==> src/l3d_pkg.sv <==
package l3d_pkg;

    // table geometry
    localparam int MAX_POINTS = 17;
    localparam int ENTRY_BITS = 16;
    localparam int FRAC_BITS  = 12;
    localparam int DEPTH      = MAX_POINTS * MAX_POINTS * MAX_POINTS;
    localparam int AW         = $clog2(DEPTH);
    localparam int NW         = $clog2(MAX_POINTS + 1);
    localparam int NN_W       = $clog2(MAX_POINTS * MAX_POINTS + 1);
    localparam int CORNERS    = 8;

    // fixed field widths
    localparam int CMD_W      = 1;
    localparam int IDX_W      = 13;
    localparam int ENT_W      = 16;
    localparam int CH_W       = 8;
    localparam int LUT_SIZE_W = 5;
    localparam logic [LUT_SIZE_W-1:0] LUT_SIZE_RESET = LUT_SIZE_W'(17);

    // item commands
    localparam logic [CMD_W-1:0] CMD_LOAD  = 1'b0;
    localparam logic [CMD_W-1:0] CMD_PIXEL = 1'b1;

    // blend word widths after each axis
    localparam int W1    = ENTRY_BITS + 9;
    localparam int W2    = ENTRY_BITS + 17;
    localparam int W3    = ENTRY_BITS + 26;
    localparam int NUM_W = W3 + 1;

    // rounding and division by 255^2 * 2^FRAC_BITS
    localparam int Q_IN_W      = 24;
    localparam int RECIP_W     = 25;
    localparam int RECIP_SHIFT = 40;
    localparam logic [RECIP_W-1:0] RECIP     = RECIP_W'(16909061);
    localparam logic [Q_IN_W-1:0]  SAT_LIMIT = Q_IN_W'(16646400);
    localparam logic [NUM_W-1:0]   ROUND_ADD = NUM_W'(65025) << (FRAC_BITS - 1);

    // one table entry, channel 0 red, 1 green, 2 blue
    typedef logic [2:0][ENTRY_BITS-1:0] t_entry;

    typedef struct packed {
        logic [CMD_W-1:0] cmd;
        logic [IDX_W-1:0] entry_index;
        t_entry           entry;
        logic [CH_W-1:0]  red;
        logic [CH_W-1:0]  green;
        logic [CH_W-1:0]  blue;
        logic [CH_W-1:0]  alpha;
        logic             last;
    } t_in_item;

    // address stage handed from the index pipeline to the table banks
    typedef struct packed {
        logic             valid;
        logic             pix;
        logic [AW-1:0]    base;
        logic [7:0]       dr;
        logic [7:0]       dg;
        logic [7:0]       db;
        logic [CH_W-1:0]  alpha;
        logic             last;
        logic [IDX_W-1:0] widx;
        t_entry           wdata;
    } t_addr_word;

    // side data that travels beside the table read
    typedef struct packed {
        logic            valid;
        logic [7:0]      dr;
        logic [7:0]      dg;
        logic [7:0]      db;
        logic [CH_W-1:0] alpha;
        logic            last;
    } t_blend_word;

    typedef struct packed {
        logic [CH_W-1:0] red;
        logic [CH_W-1:0] green;
        logic [CH_W-1:0] blue;
        logic [CH_W-1:0] alpha;
        logic            last;
    } t_px_out;

endpackage

==> src/l3d_index.sv <==
module l3d_index import l3d_pkg::*; (
    input  logic          i_clk,
    input  logic          i_rst_n,
    input  logic          i_en,
    input  logic          i_take,
    input  t_in_item      i_item,
    input  logic [NW-1:0] i_n,
    output t_addr_word    o_addr
);
    localparam int T_W = CH_W + NW;

    typedef struct packed {
        logic             valid;
        logic             pix;
        logic [T_W-1:0]   tr;
        logic [T_W-1:0]   tg;
        logic [T_W-1:0]   tb;
        logic [CH_W-1:0]  alpha;
        logic             last;
        logic [IDX_W-1:0] widx;
        t_entry           wdata;
    } t_scale_word;

    typedef struct packed {
        logic             valid;
        logic             pix;
        logic [NW-1:0]    r0;
        logic [NW-1:0]    g0;
        logic [NW-1:0]    b0;
        logic [7:0]       dr;
        logic [7:0]       dg;
        logic [7:0]       db;
        logic [CH_W-1:0]  alpha;
        logic             last;
        logic [IDX_W-1:0] widx;
        t_entry           wdata;
    } t_split_word;

    typedef struct packed {
        logic             valid;
        logic             pix;
        logic [AW-1:0]    bg;
        logic [NW-1:0]    r0;
        logic [7:0]       dr;
        logic [7:0]       dg;
        logic [7:0]       db;
        logic [CH_W-1:0]  alpha;
        logic             last;
        logic [IDX_W-1:0] widx;
        t_entry           wdata;
    } t_row_word;

    t_scale_word r_s1, n_s1;
    t_split_word r_s2, n_s2;
    t_row_word   r_s3, n_s3;
    t_addr_word  r_s4, n_s4;

    // floor(t/255) for any T_W-bit t, capped at n-2
    function automatic logic [NW-1:0] split_idx(input logic [T_W-1:0] t,
                                                input logic [NW-1:0] cap);
        logic [T_W+1:0] q;
        q = ((T_W+2)'(t) + (T_W+2)'(t >> 8) + (T_W+2)'(1)) >> 8;
        split_idx = (q > (T_W+2)'(cap)) ? cap : NW'(q);
    endfunction

    function automatic logic [7:0] split_frac(input logic [T_W-1:0] t,
                                              input logic [NW-1:0] i0);
        logic [T_W-1:0] base;
        base = (T_W'(i0) << 8) - T_W'(i0);
        split_frac = 8'(t - base);
    endfunction

    // stage 1: scale each channel by n-1
    always_comb begin
        n_s1.valid = i_take;
        n_s1.pix   = (i_item.cmd == CMD_PIXEL);
        n_s1.tr    = T_W'(i_item.red) * T_W'(i_n - NW'(1));
        n_s1.tg    = T_W'(i_item.green) * T_W'(i_n - NW'(1));
        n_s1.tb    = T_W'(i_item.blue) * T_W'(i_n - NW'(1));
        n_s1.alpha = i_item.alpha;
        n_s1.last  = i_item.last;
        n_s1.widx  = i_item.entry_index;
        n_s1.wdata = i_item.entry;
    end

    // stage 2: cell index and fraction per axis
    always_comb begin
        n_s2.valid = r_s1.valid;
        n_s2.pix   = r_s1.pix;
        n_s2.r0    = split_idx(r_s1.tr, i_n - NW'(2));
        n_s2.g0    = split_idx(r_s1.tg, i_n - NW'(2));
        n_s2.b0    = split_idx(r_s1.tb, i_n - NW'(2));
        n_s2.dr    = split_frac(r_s1.tr, n_s2.r0);
        n_s2.dg    = split_frac(r_s1.tg, n_s2.g0);
        n_s2.db    = split_frac(r_s1.tb, n_s2.b0);
        n_s2.alpha = r_s1.alpha;
        n_s2.last  = r_s1.last;
        n_s2.widx  = r_s1.widx;
        n_s2.wdata = r_s1.wdata;
    end

    // stage 3: blue*n + green
    always_comb begin
        n_s3.valid = r_s2.valid;
        n_s3.pix   = r_s2.pix;
        n_s3.bg    = AW'(r_s2.b0) * AW'(i_n) + AW'(r_s2.g0);
        n_s3.r0    = r_s2.r0;
        n_s3.dr    = r_s2.dr;
        n_s3.dg    = r_s2.dg;
        n_s3.db    = r_s2.db;
        n_s3.alpha = r_s2.alpha;
        n_s3.last  = r_s2.last;
        n_s3.widx  = r_s2.widx;
        n_s3.wdata = r_s2.wdata;
    end

    // stage 4: flat base index of the low corner
    always_comb begin
        n_s4.valid = r_s3.valid;
        n_s4.pix   = r_s3.pix;
        n_s4.base  = r_s3.bg * AW'(i_n) + AW'(r_s3.r0);
        n_s4.dr    = r_s3.dr;
        n_s4.dg    = r_s3.dg;
        n_s4.db    = r_s3.db;
        n_s4.alpha = r_s3.alpha;
        n_s4.last  = r_s3.last;
        n_s4.widx  = r_s3.widx;
        n_s4.wdata = r_s3.wdata;
    end

    always_ff @(posedge i_clk) begin
        if (!i_rst_n) begin
            r_s1.valid <= 1'b0;
            r_s2.valid <= 1'b0;
            r_s3.valid <= 1'b0;
            r_s4.valid <= 1'b0;
        end else if (i_en) begin
            r_s1 <= n_s1;
            r_s2 <= n_s2;
            r_s3 <= n_s3;
            r_s4 <= n_s4;
        end
    end

    assign o_addr = r_s4;
endmodule

==> config.mk <==
export PLATFORM = sky130hd
export DESIGN_NAME = l3d_index
export DESIGN_NICKNAME = d
export VERILOG_FILES = /design/src/l3d_pkg.sv /design/src/l3d_index.sv
export SDC_FILE = /design/constraint.sdc
export NUM_CORES = 1
export LEC_CHECK = 0
export ABC_CLOCK_PERIOD_IN_PS = 11600
export BUFFER_PORTS_ARGS = -buffer_cell sky130_fd_sc_hd__buf_2
export CORE_MARGIN = 2
export CORE_UTILIZATION = 45
export CTS_CLUSTER_SIZE = 30
export DETAILED_ROUTE_END_ITERATION = 10
export GPL_ROUTABILITY_DRIVEN = 0
export PLACE_DENSITY = 0.75
export SYNTH_ARGS = -nofsm -noshare
export SYNTH_HDL_FRONTEND = slang
export SYNTH_SLANG_ARGS = --single-unit
==> constraint.sdc <==
create_clock -name i_clk -period 11.6 [get_ports i_clk]
set_input_delay 0.58 -clock i_clk [delete_from_list [all_inputs] [get_ports i_clk]]
set_output_delay 0.58 -clock i_clk [all_outputs]
set_load 0.05 [all_outputs]
---- Yosys cells after proc, flatten, opt, wreduce, memory -nomap -nowiden ----
Cells that the tools add are included.
word-level totals
  register bits after elaboration ......... 445
  latch bits .............................. 0
  bits in writable memories ............... 0
  ROM bits ................................ 0
  input port bits ......................... 104
  logic and storage cells ................. 78
  memories kept ........................... 0
cells by class
  add/sub/neg operators ................... 16
  $mul .................................... 5
  div/mod/pow operators ................... 0
  order comparisons ....................... 3
  eq/ne operators ......................... 0
  shift operators ......................... 0
  muxes and demuxes ....................... 3
  bitwise gates (word level) .............. 0
  reductions and logical operators ........ 1
operators with widths
  operator                                                             count
  14-bit by 1-bit adder with 15-bit output (second input constant)     3
  13-bit by 5-bit adder with 14-bit output                             3
  8-bit by 13-bit multiplier with 13-bit output                        2
  8-bit subtractor                                                     3
  7-bit by 5-bit > comparator with 1-bit output                        3
  1-bit by 5-bit subtractor with 6-bit output (first input constant)   3
  5-bit 2-to-1 mux                                                     3
  13-bit by 5-bit adder with 13-bit output                             1
  13-bit by 5-bit multiplier with 13-bit output                        1
  9-bit by 6-bit multiplier with 13-bit output                         1
  10-bit by 5-bit adder with 11-bit output                             1
  5-bit by 5-bit multiplier with 10-bit output                         1
  5-bit by 1-bit subtractor with 6-bit output (second input constant)  1
  5-bit by 2-bit subtractor with 5-bit output (second input constant)  1
  2-bit AND reduction                                                  1

---- Depth between registers and ports, before layout ----
  depth in word-level cells ............... 6
  mapped depth ............................ 25
  depth with buffers taken out ............ 25

---- Worst setup path after synthesis ----
OpenSTA, ideal clock, no wires.
  path type ............................... input to register
  start point ............................. input i_en
  end point ............................... register r_s1, in the netlist n_s2[0], enable pin
  data arrival time ....................... 10.729 ns
  path slack .............................. 0.014 ns
  stages .................................. 2
  cell sequence ........................... clkbuf_1 and2_1
on the way
  longest elaborated chain between the ends .. 1
ends and longest elaborated chain
  element                        RTL line          source
  start, declared                l3d_index.sv:4    input logic i_en,
  2-bit AND reduction (no line)  -
  end signal, assigned           l3d_index.sv:138  r_s1 <= n_s1;
  end, declared                  l3d_index.sv:53   t_scale_word r_s1, n_s1;
Every way passes these cells.
A chain may end at the register's enable or synchronous reset.

==> flow_summary.toml <==
[synth]
ys.warnings.count = 0
synth_compound_area_share_pct = 4.325
postSynth.asyncResetShare_pct = 0
synth_seq_cells = 443
synthMuxAreaShare_pct = 0.2588
synthSimpleGateAreaFrac_pct = 7.948
synth_edf_count = 439
yosys-top-cells-count = "439 x edfxtp_1, 233 x inv_1, 167 x ha_1"
ys_types = 56
yosysTopAreaCellShare_pct = 56.81
yosys.area_share.xor_xnor_pct = 4.190
yosysMostFrequentCell = "edfxtp_1"
synth_area_leaders = "edfxtp_1 57%, fa_1 13%, ha_1 9.0%"
yosys.area_share.adder_pct = 21.95
syn-instance-count = 1643
yosysSeqAreaShare_pct = 57.16
syn_nets = 2064
syn_area_per_cell_um2 = 14.12
synth_area_leader_cell = "edfxtp_1"
synthesis.area_mm2 = 0.02320
synth_top_family_by_area = "adder cells"
synth_ff_type = "edfxtp_1"

[routing]
wire_per_inst_um = 15.56
vias = 12850
drtIter0Drc = 769
final_antenna_net_count = 0
wl_mm = 40.35
first_pass_iters = 8
viasPerCell = 4.956
drcViolationCount = 0

[power]
p_sw_mw = 1.936
clockPowerShare_pct = 22.9
p_int_mw = 3.793
leakagePower_nw = 10.95
ir_drop_uv = 93.36
powerDensity_mw_per_mm2 = 216.8
combPwrFrac_pct = 38.7
swShare_pct = 33.79
power_frac_seq_pct = 38.4

[outcome]
outcome = "finished, final reports clean"

[sta]
maxSlewHeadroom_pct = 23.87
worst_pin_slew_ns = 1.141
clock_skew_ns = 0.01126
finalSetupViolCount = 0
min_period_ns = 6.639
post-route-period-util_pct = 57.23
setup_tns_ns = 0
hold_violations = 0
setup_ws_ns = 4.961
finalMaxSlewViolations = 0
rsz0062_at_grt = "no"
max_freq_mhz = 150.6

[setup_path]
cp-endpoint = "r_s1[82]$_DFFE_PP_"
rrSetupSlack_ns = 6.01
crit_required_ns = 11.89
setup.worst_path.class = "input pin to register"
worstReg2RegStart = "r_s1[80]$_DFFE_PP_"
path_max_fanout = 23
rr_worst_depth = 22
cp.arrival_ns = 6.93
worstSetupStartpointType = "input pin"
cp-startpoint = "i_n[1]"
end_kind = "register"
r2r-end = "n_s3[77]$_DFFE_PP_"

[clock_network]
hold_buffers = 0
cts_buffers = 42
cts_sinks = 443
ctsHtreeMaxLevel = 2
clk_pin_slew_ns = 0.07
post_cts.repair.setup_buffers = 0
cts_tree = "yes"
insertion_delay_ns = 0.55
clk_path_buf_depth = 3
cts_resized = 0
clockRootBuffer = "clkbuf_16"

[cells_and_area]
diodes = 0
drive_gt1_share_pct = 15.00
nNetsFinal = 2301
finalInstanceArea_mm2 = 0.02643
final_util_pct = 51.72
multi_input_area_mm2 = 0.008982
area_growth_syn_to_layout_pct = 13.89
fillers = 4247
register_area_mm2 = 0.01326

[grt]
grt_max_degree = 206
track_usage_pct = 15.35
first_global_vias = 13240
grt_pass1_wl_mm = 65.84
antenna_found_initial = 1
grt-ovfl-total = 0

[die]
core_mm2 = 0.05109
dieArea_mm2 = 0.05340
ios = 213
start_util_pct = 45.41
die_w_um = 231.1
rows = 83
die_h_um = 231.1

[placed_design]
place_ws_ns = 4.468
placed_area_mm2 = 0.02510
io_buffers = 212
place_hpwl_mm = 29.27

[flow_run]
cap_viol_max_count = 0

[worst_hold_path]
hp-class = "input pin to register"
[worst min path at each step]
stage	cells past startpoint	endpoint	from
2_1_floorplan	0	n_s3[0]$_DFFE_PP_	n_s2[0]$_DFFE_PP_
3_3_place_gp	0	n_s4[53]$_DFFE_PP_	n_s3[53]$_DFFE_PP_
3_5_place_dp	0	n_s3[28]$_DFFE_PP_	n_s2[28]$_DFFE_PP_
4_1_cts	1	n_s2[11]$_DFFE_PP_	i_item[44]
5_1_grt	1	n_s2[11]$_DFFE_PP_	i_item[44]
6_report	1	n_s2[27]$_DFFE_PP_	i_item[60]
[cells by family after synthesis]
family	Yosys count
compound gates	150
xor+xnor	111
fa+ha+maj	317
buf+inv	258
flops	443
mux	6
simple gates	358
[area by class of cell]
class | count | share of cell area, %
flip-flops and latches | 443 | 50.19
inverters | 234 | 3.324
repair buffers | 217 | 4.252
well taps | 680 | 3.220
clock inverters | 24 | 0.8144
clock buffers | 53 | 4.214
multi-input cells | 942 | 33.99
[power by group through the flow]
stage	Combinational, mW	Sequential, mW	Clock (mW)
after global placement	2.15	2.22	0
final	2.22	2.20	1.31
after floorplan	1.65	2.34	0
after global routing	2.54	2.22	1.42
after detailed placement	2.22	2.23	0
after CTS	2.24	2.20	1.36
[stage by stage]
step                power, mW  hold slack (ns)  instances
finish                  5.729           0.2008       2593
global route            6.176           0.1686       2593
CTS                     5.801           0.1628       2593
detailed placement      4.454           0.4045       2516
global placement        4.369           0.4002       2516
floorplan               3.986           0.4003       1643
[worst max-delay path, cell delays in order]
cell	delay (ns)
buf_2	0.39
inv_1	0.22
ha_1	0.24
a21boi_0	0.72
xor2_1	0.85
buf_4	0.32
nand2_1	0.09
fa_1	0.47
fa_1	0.52
fa_1	0.52
fa_1	0.51
inv_1	0.06
fa_1	0.45
a21oi_1	0.14
nor2_1	0.05
nor2_1	0.19
o21bai_1	0.09
a21oi_1	0.22
o21ai_0	0.15
xnor2_1	0.14
[per-layer routing]
| metal | vias up | GRT usage (%) | wire, µm |
|---|---|---|---|
| met5 | - | 0 | 15 |
| met4 | 2 | 4.819 | 1042 |
| met3 | 79 | 2.547 | 2352 |
| met2 | 371 | 26.52 | 19920 |
| met1 | 6332 | 19.85 | 17020 |
| li1 | 6068 | - | - |
[cells in the final DEF, fill, tap and decap left out, drive strengths merged, types with 3 or more instances in the layout]
| cell | instances |
|---|---|
| a2111oi | 3 |
| a21boi | 4 |
| a21o | 19 |
| a21oi | 50 |
| a22o | 3 |
| and2 | 81 |
| and3 | 6 |
| buf | 217 |
| bufinv | 3 |
| clkbuf | 53 |
| clkinv | 17 |
| clkinvlp | 3 |
| dfxtp | 4 |
| edfxtp | 439 |
| fa | 150 |
| ha | 167 |
| inv | 235 |
| mux2i | 6 |
| nand2 | 121 |
| nand2b | 21 |
| nand3 | 8 |
| nand4 | 5 |
| nor2 | 39 |
| nor2b | 51 |
| nor3 | 13 |
| o211ai | 5 |
| o21a | 7 |
| o21ai | 30 |
| o21bai | 8 |
| o31ai | 3 |
| or3 | 4 |
| xnor2 | 78 |
| xor2 | 33 |
[state kept, by name, indices dropped and copies added (netlist names)]
signal and flops:
o_addr 109, r_s3 16, n_s4 96, n_s2 72, r_s1 39, n_s3 101, r_s2 10
Power figures use the tool's default switching activity.
